$ cat src/hw/rtl/cpbe_pkg.sv
// shared types and constants of the code point to byte encoder
package cpbe_pkg;

    localparam int unsigned CPBE_CP_W    = 21;
    localparam int unsigned CPBE_MODE_W  = 3;
    localparam int unsigned CPBE_QDEPTH  = 4;

    localparam logic [CPBE_MODE_W-1:0] MODE_ASCII   = 3'd0;
    localparam logic [CPBE_MODE_W-1:0] MODE_LATIN1  = 3'd1;
    localparam logic [CPBE_MODE_W-1:0] MODE_UTF8    = 3'd2;
    localparam logic [CPBE_MODE_W-1:0] MODE_UTF16LE = 3'd3;
    localparam logic [CPBE_MODE_W-1:0] MODE_UTF16BE = 3'd4;

    // one classified item: its bytes in output order and the index of the last one
    typedef struct packed {
        logic [3:0][7:0] bytes;
        logic [1:0]      last_idx;
        logic            invalid;
    } t_entry;

endpackage

$ cat src/hw/rtl/code_point_to_byte_encoder.sv
// top level of the code point to byte encoder
// An item is taken at each edge where start is high and busy is low; the
// front end classifies it at once and queues its byte list, and the back
// end sends one byte per clock on o_out_byte with o_strobe high, the last
// byte of the item marked by o_last_byte. An item is sent as one byte in
// ascii and iso-8859-1 mode, one to four bytes in utf-8, two or four in
// utf-16, and one for an item that cannot be encoded (o_invalid_char high,
// byte zero), all through the single byte-wide output port. The first byte
// of an item is written into the queue when it is taken, then registered
// in the back end driving the outputs; queued items ahead go out before
// that. Items may be started back to back; busy rises only when the queue
// of QDEPTH items is full. The receiver cannot stall: every strobed byte
// must be taken in its cycle. Write i_cfg_wdata (0 ascii, 1 iso-8859-1,
// 2 utf-8, 3 utf-16le, 4 utf-16be, others reject everything) only while no
// item is in flight; reset selects utf-8.
module code_point_to_byte_encoder
    import cpbe_pkg::*;
#(
    parameter int unsigned QDEPTH = CPBE_QDEPTH
)
(
    input  logic                   i_clk,
    input  logic                   i_rst_n,
    input  logic                   i_cfg_we,
    input  logic [CPBE_MODE_W-1:0] i_cfg_wdata,
    input  logic                   start,
    output logic                   busy,
    input  logic [CPBE_CP_W-1:0]   i_code_point,
    output logic                   o_strobe,
    output logic [7:0]             o_out_byte,
    output logic                   o_last_byte,
    output logic                   o_invalid_char
);

    t_entry push_entry;
    t_entry head_entry;
    logic   push;
    logic   pop;
    logic   q_empty;
    logic   q_full;

    assign busy = q_full;

    cpbe_front u_front (
        .i_clk        (i_clk),
        .i_rst_n      (i_rst_n),
        .i_cfg_we     (i_cfg_we),
        .i_cfg_wdata  (i_cfg_wdata),
        .i_start      (start),
        .i_code_point (i_code_point),
        .i_full       (q_full),
        .o_push       (push),
        .o_entry      (push_entry)
    );

    cpbe_queue #(
        .QDEPTH (QDEPTH)
    ) u_queue (
        .i_clk   (i_clk),
        .i_rst_n (i_rst_n),
        .i_push  (push),
        .i_entry (push_entry),
        .i_pop   (pop),
        .o_entry (head_entry),
        .o_empty (q_empty),
        .o_full  (q_full)
    );

    cpbe_back u_back (
        .i_clk          (i_clk),
        .i_rst_n        (i_rst_n),
        .i_entry        (head_entry),
        .i_empty        (q_empty),
        .o_pop          (pop),
        .o_strobe       (o_strobe),
        .o_out_byte     (o_out_byte),
        .o_last_byte    (o_last_byte),
        .o_invalid_char (o_invalid_char)
    );

endmodule

$ cat src/hw/rtl/cpbe_front.sv
// front end: mode register, item accept and classification into byte lists
module cpbe_front
    import cpbe_pkg::*;
(
    input  logic                   i_clk,
    input  logic                   i_rst_n,
    input  logic                   i_cfg_we,
    input  logic [CPBE_MODE_W-1:0] i_cfg_wdata,
    input  logic                   i_start,
    input  logic [CPBE_CP_W-1:0]   i_code_point,
    input  logic                   i_full,
    output logic                   o_push,
    output t_entry                 o_entry
);

    logic [CPBE_MODE_W-1:0] r_mode;

    always_ff @(posedge i_clk) begin
        if (!i_rst_n) begin
            r_mode <= MODE_UTF8;
        end else if (i_cfg_we) begin
            r_mode <= i_cfg_wdata;
        end
    end

    assign o_push = i_start && !i_full;

    always_comb begin
        logic [CPBE_CP_W-1:0] cp;
        logic [CPBE_CP_W-1:0] v;
        logic [15:0]          unit_hi;
        logic [15:0]          unit_lo;
        logic                 big;
        cp      = i_code_point;
        v       = cp - 21'h010000;
        unit_hi = 16'hd800 | {6'd0, v[19:10]};
        unit_lo = 16'hdc00 | {6'd0, v[9:0]};
        big     = (r_mode == MODE_UTF16BE);
        o_entry = '0;
        case (r_mode)
            MODE_ASCII: begin
                if (cp > 21'h00007f) begin
                    o_entry.invalid = 1'b1;
                end else begin
                    o_entry.bytes[0] = cp[7:0];
                end
            end
            MODE_LATIN1: begin
                if (cp > 21'h0000ff) begin
                    o_entry.invalid = 1'b1;
                end else begin
                    o_entry.bytes[0] = cp[7:0];
                end
            end
            MODE_UTF8: begin
                if (cp <= 21'h00007f) begin
                    o_entry.bytes[0] = cp[7:0];
                end else if (cp <= 21'h0007ff) begin
                    o_entry.bytes[0] = {3'b110, cp[10:6]};
                    o_entry.bytes[1] = {2'b10, cp[5:0]};
                    o_entry.last_idx = 2'd1;
                end else if (cp <= 21'h00ffff) begin
                    o_entry.bytes[0] = {4'b1110, cp[15:12]};
                    o_entry.bytes[1] = {2'b10, cp[11:6]};
                    o_entry.bytes[2] = {2'b10, cp[5:0]};
                    o_entry.last_idx = 2'd2;
                end else if (cp <= 21'h10ffff) begin
                    o_entry.bytes[0] = {5'b11110, cp[20:18]};
                    o_entry.bytes[1] = {2'b10, cp[17:12]};
                    o_entry.bytes[2] = {2'b10, cp[11:6]};
                    o_entry.bytes[3] = {2'b10, cp[5:0]};
                    o_entry.last_idx = 2'd3;
                end else begin
                    o_entry.invalid = 1'b1;
                end
            end
            MODE_UTF16LE, MODE_UTF16BE: begin
                if (cp <= 21'h00ffff) begin
                    o_entry.bytes[0] = big ? cp[15:8] : cp[7:0];
                    o_entry.bytes[1] = big ? cp[7:0]  : cp[15:8];
                    o_entry.last_idx = 2'd1;
                end else if (cp <= 21'h10ffff) begin
                    // surrogate pair, high unit first
                    o_entry.bytes[0] = big ? unit_hi[15:8] : unit_hi[7:0];
                    o_entry.bytes[1] = big ? unit_hi[7:0]  : unit_hi[15:8];
                    o_entry.bytes[2] = big ? unit_lo[15:8] : unit_lo[7:0];
                    o_entry.bytes[3] = big ? unit_lo[7:0]  : unit_lo[15:8];
                    o_entry.last_idx = 2'd3;
                end else begin
                    o_entry.invalid = 1'b1;
                end
            end
            default: begin
                o_entry.invalid = 1'b1;
            end
        endcase
    end

endmodule

$ cat src/hw/rtl/cpbe_queue.sv
// small queue of classified items between front and back end
module cpbe_queue
    import cpbe_pkg::*;
#(
    parameter int unsigned QDEPTH = CPBE_QDEPTH
)
(
    input  logic   i_clk,
    input  logic   i_rst_n,
    input  logic   i_push,
    input  t_entry i_entry,
    input  logic   i_pop,
    output t_entry o_entry,
    output logic   o_empty,
    output logic   o_full
);

    localparam int unsigned AW = (QDEPTH > 1) ? $clog2(QDEPTH) : 1;
    localparam int unsigned CW = $clog2(QDEPTH + 1);
    localparam logic [AW-1:0] LAST_PTR = AW'(QDEPTH - 1);
    localparam logic [CW-1:0] FULL_CNT = CW'(QDEPTH);

    t_entry        r_store [QDEPTH];
    logic [AW-1:0] r_wr_ptr;
    logic [AW-1:0] r_rd_ptr;
    logic [CW-1:0] r_count;
    logic [AW-1:0] n_wr_ptr;
    logic [AW-1:0] n_rd_ptr;
    logic [CW-1:0] n_count;

    assign o_empty = (r_count == '0);
    assign o_full  = (r_count == FULL_CNT);
    assign o_entry = r_store[r_rd_ptr];

    always_comb begin
        n_wr_ptr = r_wr_ptr;
        n_rd_ptr = r_rd_ptr;
        n_count  = r_count;
        if (i_push) begin
            n_wr_ptr = (r_wr_ptr == LAST_PTR) ? '0 : r_wr_ptr + 1'b1;
        end
        if (i_pop) begin
            n_rd_ptr = (r_rd_ptr == LAST_PTR) ? '0 : r_rd_ptr + 1'b1;
        end
        if (i_push && !i_pop) begin
            n_count = r_count + 1'b1;
        end else if (!i_push && i_pop) begin
            n_count = r_count - 1'b1;
        end
    end

    always_ff @(posedge i_clk) begin
        if (!i_rst_n) begin
            r_wr_ptr <= '0;
            r_rd_ptr <= '0;
            r_count  <= '0;
        end else begin
            r_wr_ptr <= n_wr_ptr;
            r_rd_ptr <= n_rd_ptr;
            r_count  <= n_count;
        end
    end

    always_ff @(posedge i_clk) begin
        if (i_push) begin
            r_store[r_wr_ptr] <= i_entry;
        end
    end

endmodule

$ cat src/hw/rtl/cpbe_back.sv
// back end: sends the bytes of the head item one per cycle
module cpbe_back
    import cpbe_pkg::*;
(
    input  logic       i_clk,
    input  logic       i_rst_n,
    input  t_entry     i_entry,
    input  logic       i_empty,
    output logic       o_pop,
    output logic       o_strobe,
    output logic [7:0] o_out_byte,
    output logic       o_last_byte,
    output logic       o_invalid_char
);

    logic [1:0] r_idx;
    logic       r_strobe;
    logic [7:0] r_byte;
    logic       r_last;
    logic       r_invalid;
    logic       is_last;

    assign is_last = (r_idx == i_entry.last_idx);
    assign o_pop   = !i_empty && is_last;

    always_ff @(posedge i_clk) begin
        if (!i_rst_n) begin
            r_idx    <= '0;
            r_strobe <= 1'b0;
        end else begin
            r_strobe <= !i_empty;
            if (!i_empty) begin
                r_idx <= is_last ? 2'd0 : r_idx + 2'd1;
            end
        end
    end

    always_ff @(posedge i_clk) begin
        r_byte    <= i_entry.bytes[r_idx];
        r_last    <= is_last;
        r_invalid <= i_entry.invalid;
    end

    assign o_strobe       = r_strobe;
    assign o_out_byte     = r_byte;
    assign o_last_byte    = r_last;
    assign o_invalid_char = r_invalid;

endmodule

$ cat config.mk
export PLATFORM = sky130hd
export DESIGN_NAME = code_point_to_byte_encoder
export DESIGN_NICKNAME = d
export VERILOG_FILES = /design/src/hw/rtl/cpbe_pkg.sv /design/src/hw/rtl/code_point_to_byte_encoder.sv /design/src/hw/rtl/cpbe_front.sv /design/src/hw/rtl/cpbe_queue.sv /design/src/hw/rtl/cpbe_back.sv
export SDC_FILE = /design/constraint.sdc
export NUM_CORES = 1
export LEC_CHECK = 0
export ABC_CLOCK_PERIOD_IN_PS = 3800
export BUFFER_PORTS_ARGS = -buffer_cell sky130_fd_sc_hd__buf_2
export CORE_MARGIN = 2
export CORE_UTILIZATION = 59
export CTS_BUF_LIST = sky130_fd_sc_hd__clkbuf_8
export DETAILED_ROUTE_END_ITERATION = 10
export GPL_ROUTABILITY_DRIVEN = 0
export GPL_TIMING_DRIVEN = 1
export PLACE_DENSITY = 0.77
export SKIP_LAST_GASP = 1
export SLEW_MARGIN = 20
export SYNTH_ARGS = -nofsm -noshare
export SYNTH_HDL_FRONTEND = slang
export SYNTH_SLANG_ARGS = --single-unit
$ cat constraint.sdc
create_clock -name i_clk -period 3.8 [get_ports i_clk]
set_input_delay 0.76 -clock i_clk [delete_from_list [all_inputs] [get_ports i_clk]]
set_output_delay 0.76 -clock i_clk [all_outputs]
set_load 0.02 [all_outputs]
# == Word level (Yosys, flattened, before mapping) ==
# Memory sizes are Yosys's and may differ from the RTL's. A register that Yosys moved wholly into a read port is not among the register bits.
# Cells that the tools add are included.
# classes
mux,43
n_eq_ne,8
magnitude_cmp,7
n_reduce_logical,12
n_addsub,6
# op_table
op,count
34-bit 2-to-1 mux,6
8-bit 2-to-1 mux,11
24-bit case mux with 2 select lines,1
18-bit 2-to-1 mux,2
16-bit 2-to-1 mux,2
8-bit case mux with 4 select lines,1
26-bit 2-to-1 mux,1
24-bit 2-to-1 mux,1
21-bit by 7-bit > comparator with 1-bit output (second input constant),1
21-bit by 8-bit > comparator with 1-bit output (second input constant),1
21-bit by 11-bit less-or-equal comparator with 1-bit output (second input constant),1
21-bit by 16-bit less-or-equal comparator with 1-bit output (second input constant),1
21-bit less-or-equal comparator (second input constant),1
21-bit by 7-bit less-or-equal comparator with 1-bit output (second input constant),1
20-bit by 17-bit subtractor with 20-bit output (second input constant),1
8-bit binary-select mux with 2-bit select,1
2-bit 2-to-1 mux,5
3-bit 2-to-1 mux,3
1-bit 2-to-1 mux,7
2-bit by 1-bit adder with 2-bit output (second input constant),3
3-bit by 2-bit equality test with 1-bit output (second input constant),2
3-bit equality test (second input constant),2
3-bit logical NOT,2
2-bit equality test (second input constant),2
other kinds (11),17
# totals
register_bits,23
n_memories,1
ram_bits,140
elab_cells,86
# mem_list
memory,words,width,rd,rd_ports_with_merged_regs,write_ports,line_no,rtl
u_queue.r_store,4,35,1,1,1,cpbe_queue.sv:23,t_entry r_store [QDEPTH];

# == Longest topological paths before layout ==
# logic_depth
word_depth,10
mapped_depth,11

# == Modules after synthesis ==
# Synthesis repeated with hierarchy kept, for this count alone.
# unflattened
hier_cells,497
area_unflattened_um2,7588.5
# by_module_without_submodules
module,cells_each,area_per_inst_um2,n_inst
cpbe_queue,227,5560.3,1
cpbe_front,231,1465.2,1
cpbe_back,39,563.0,1

# == Worst setup path before layout ==
# No wires, ideal clock.
# synth_path
path_kind,in2reg
startpoint,input i_code_point[18]
endpoint,memory u_queue.r_store[0][6] in the netlist's numbering (data pin)
setup_slack_ps,1003
arrival_time_ps,2525
path_stages,9
setup_ps,272
cell_sequence,buf_2 or4b_4 nor4_2 o21a_2 or3_1 buf_6 buf_6 a21oi_1 a221o_1
# synth_lines
item,line_no,rtl
"start, declared",code_point_to_byte_encoder.sv:28,"input logic [CPBE_CP_W-1:0] i_code_point,"
"end, declared",cpbe_queue.sv:23,

==> summary.txt <==
Finish
  – NumNets Final: approximately 590
  – N_diodes: 0
  – Post-route cell area: between 8000 and 9000 um^2
  – Finished Core Util: 0.666
  – Fraction of layout cells with a size suffix above 1: 0.257
  – Area growth syn-to-layout: 9.75%

Job
  – Maxcap violations: 0

Timing
  – Post-route clock period utilization: 0.807
  – Final setup TNS: 0 ns
  – Final setup viols: 0
  – F_max: between 300 and 400 MHz
  – Rel. slew slack: 0.331
  – Worst Tran Pin Value: approximately 1.0 ns
  – Worst setup margin: approximately 0.73 ns
  – Final hold vios: 0
  – Max-slew violations: 0
  – Clk_skew: 0.00799 ns
  – RSZ-0062 raised after global routing: no
  – Post-layout minimum cycle time: just over 3 ns

Worst setup path
  – Req. time, crit path: between 4 and 5 ns
  – WS Path Type: register to register
  – R2R cell count: 10
  – Arr. time, crit path: about 3.4 ns
  – CP Max Fanout: 12
  – R2r endpoint: u_queue.r_count[2]
  – Crit path buf inv count: 1
  – Crit path cell chain: mux4_2 > xor2_1 > nor2_1 > nand2b_1 > ha_1 > inv_1 > fa_1 > xor2_1 > or3_1 > a21boi_0
  – Crit path capture type: register
  – CP top delay family: adder cells
  – Worst Setup Start Kind: register
  – Max incr delay on CP: about 0.60 ns
  – Crit path depth: 10
  – Most used cell, CP: xor2_1
  – Critical path's slowest cell: dfxtp_2
  – R2R Setup Slk: 0.73 ns

Floorplan
  – Die area: 14000 um^2
  – Initial Utilization: 0.607
  – Die width: between 100 and 150 um
  – Core area: approximately 13000 um^2
  – # IOs: 40
  – Chip height: approximately 120 um
  – Cell Rows: 41

Worst hold path
  – Worst hold path stage count: 2
  – Worst hold path class: register to register
  – Hold Startpoint: u_queue.r_rd_ptr[0]

Placed design
  – Place WS: about 0.38 ns
  – Port buffer count: 39
  – Placed inst area: approximately 8000 um^2
  – Post-DP HPWL: just over 10 mm

Routing
  – Wirelength, routed: 16.1 mm
  – Drt first-iter violations: between 600 and 700
  – DR pass1 iterations: 6
  – Remaining DRCs: 0
  – DR vias/cell: about 6.6
  – Total number of vias: between 4000 and 5000
  – Wire per inst: around 22 um
  – Remaining antenna violation count after routing: 0

Synth
  – Synthesized area: around 7700 um^2
  – Number of synthesized flops with an enable pin: 140
  – Post-synthesis sequential area ratio: 0.612
  – Post-synth net total: 550
  – Synth Area in Simple Gates: 0.0959
  – FF+latch count, synth: ~170
  – Count of different cell masters after synthesis: 74
  – Largest family of logic cells by synthesized area: multiplexers
  – Post-Synth XOR/XNOR Area: 0.00684
  – Cells after Synth: roughly 500
  – Syn avg cell area: 15.0 um^2
  – Yosys warns: 0
  – Async SR Flop Fraction: 0
  – Synth Area in Adders: 0.0156
  – Synth Flop Type: edfxtp_1
  – Post-synthesis mux area share: 0.137
  – Post-synthesis compound-gate area fraction: 0.107

Power and ir drop
  – Leakage: about 2.9 nW
  – Overall power: 4.84 mW
  – Worst VDD drop: 0.000336 V
  – PD cells: around 570 nW/um^2

Clocking
  – CTS tree: yes
  – Setup bufs post-CTS: 0
  – Clock-pin slew on the worst setup and hold paths: about 0.08 ns
  – CTS max path bufs: 2
  – Post-cts resize count: 0
  – Clk sinks: roughly 170
  – CTS Hold Buffers Added: 0
  – Cts bufs inserted: 17
  – Clock H-tree levels: 4
  – Clk Latency, worst-skew pair: 0.44 ns
  – Root Buffer: clkbuf_8

Global route
  – First-pass GRT wire length: ~25 mm
  – Initial antenna violation count: 0
  – Total grt overflow: 0
  – Vias in the first global route: ~4800
  – Total track usage: 0.239
  – Largest net degree at the start of global routing: 36

Status
  – Status: finished clean
## how the worst max path moves through the flow
stage                           startpoint                     end  slack, ns
after global routing              register      u_queue.r_count[2]       0.44
after floorplan           i_code_point[18]   u_queue.r_store[0][6]       1.00
final                             register      u_queue.r_count[2]       0.73
after CTS                         register      u_queue.r_count[2]       0.69
after detailed placement  i_code_point[16]  u_queue.r_store[2][21]       0.38
after global placement    i_code_point[16]  u_queue.r_store[0][15]       0.46
## kinds of logic after synthesis
kind of cell,count (synthesis)
flops,165
simple gates,128
compound gates,110
mux,51
buf+inv,44
fa+ha+maj,9
xor+xnor,6
## layer usage
metal	GRT usage	part of all wire	wire length (um)	up-vias
met2	0.378	0.48	7720	280
met5	0	0	0	-
met1	0.328	0.41	6540	2417
li1	-	-	-	2124
met4	0.0776	0.019	310	0
met3	0.0618	0.094	1510	37
## cell usage in the layout, fill, tap and decap left out, drive strengths merged, types with 11 or more instances in the layout
cell	instances
clkbuf	17
nor3	11
buf	53
mux4	43
o21ai	17
nand2	29
inv	14
dfxtp	25
a21oi	20
edfxtp	140
nor2b	11
nor2	32
## power by group
group          switching, mW  leakage (nW)  internal [mW]  total, mW
sequential             0.129          1.52           2.26       2.38
combinational          0.609          1.15          0.598       1.21
clock                  0.608         0.208          0.642       1.25
## cells in the mapped netlist (all sizes together), types with 2 or more instances
cell     number  area share
nand2        29       0.014
mux4         43        0.13
nor4          3      0.0072
o32ai         2      0.0023
inv          10      0.0049
or2           5      0.0041
dfxtp        25       0.065
nor2         32       0.016
nor3         11       0.011
o2111ai       2      0.0023
clkbuf       15      0.0073
a21boi        3      0.0029
o2bb2ai       5      0.0057
o21ai        17       0.011
a21oi        20       0.014
a21o          5      0.0049
and2          5      0.0041
or3           4      0.0033
a211o         2      0.0023
a221o         8       0.010
nor3b         3      0.0029
a31oi         5      0.0041
o31ai         3      0.0029
a211oi        3      0.0029
nand3         8      0.0059
or4b          2      0.0031
o211ai        5      0.0055
edfxtp      140        0.55
nand2b        7      0.0057
a221oi        4      0.0046
nor2b        11      0.0090
mux2i         7      0.0091
and3          3      0.0024
a22oi         6      0.0059
nand4         2      0.0036
o311ai        4      0.0065
ha            8       0.013
o211a         2      0.0026
a32o          2      0.0026
buf          19       0.014
xnor2         2      0.0023
xor2          4      0.0046
## flip-flops by register name (all words and copies together), names as in the netlist, named ones only
name,flops
u_front.r_mode,3
u_queue.r_rd_ptr,2
u_queue.r_store,140
u_back.o_invalid_char,1
u_back.o_strobe,1
u_queue.r_count,3
u_back.o_last_byte,1
u_back.o_out_byte,8
u_queue.r_wr_ptr,2
u_back.r_idx,2
## worst reg2reg max path: cells and delay by family, from the launching register on
| kind | cells | cell delay (ns) |
|---|---|---|
| buffers and inverters | 1 | 0.07 |
| and+or+nand+nor | 3 | 0.57 |
| muxes | 1 | 0.57 |
| AOI/OAI and AO/OA | 1 | 0.19 |
| xor gates and xnor gates | 2 | 0.34 |
| DFF | 1 | 0.60 |
| adders and majority gates | 2 | 0.64 |
## metrics by stage
stage / std cells / hold slack, ns
2_1_floorplan: 513 / 0.460
3_3_place_gp: 704 / 0.465
3_5_place_dp: 704 / 0.478
4_1_cts: 736 / 0.487
5_1_grt: 736 / 0.531
6_report: 736 / 0.485
## layout make-up
type                            count  area, um^2
Timing Repair Buffer               53         300
Sequential cell                   165        4710
Clock buffer                       17         234
Fill cell                         877        4230
Inverter                           10        37.5
Multi-Input combinational cell    304        2780
Tap cell                          172         215
Clock inverter                     15         163
Power figures use the tool's default switching activity.
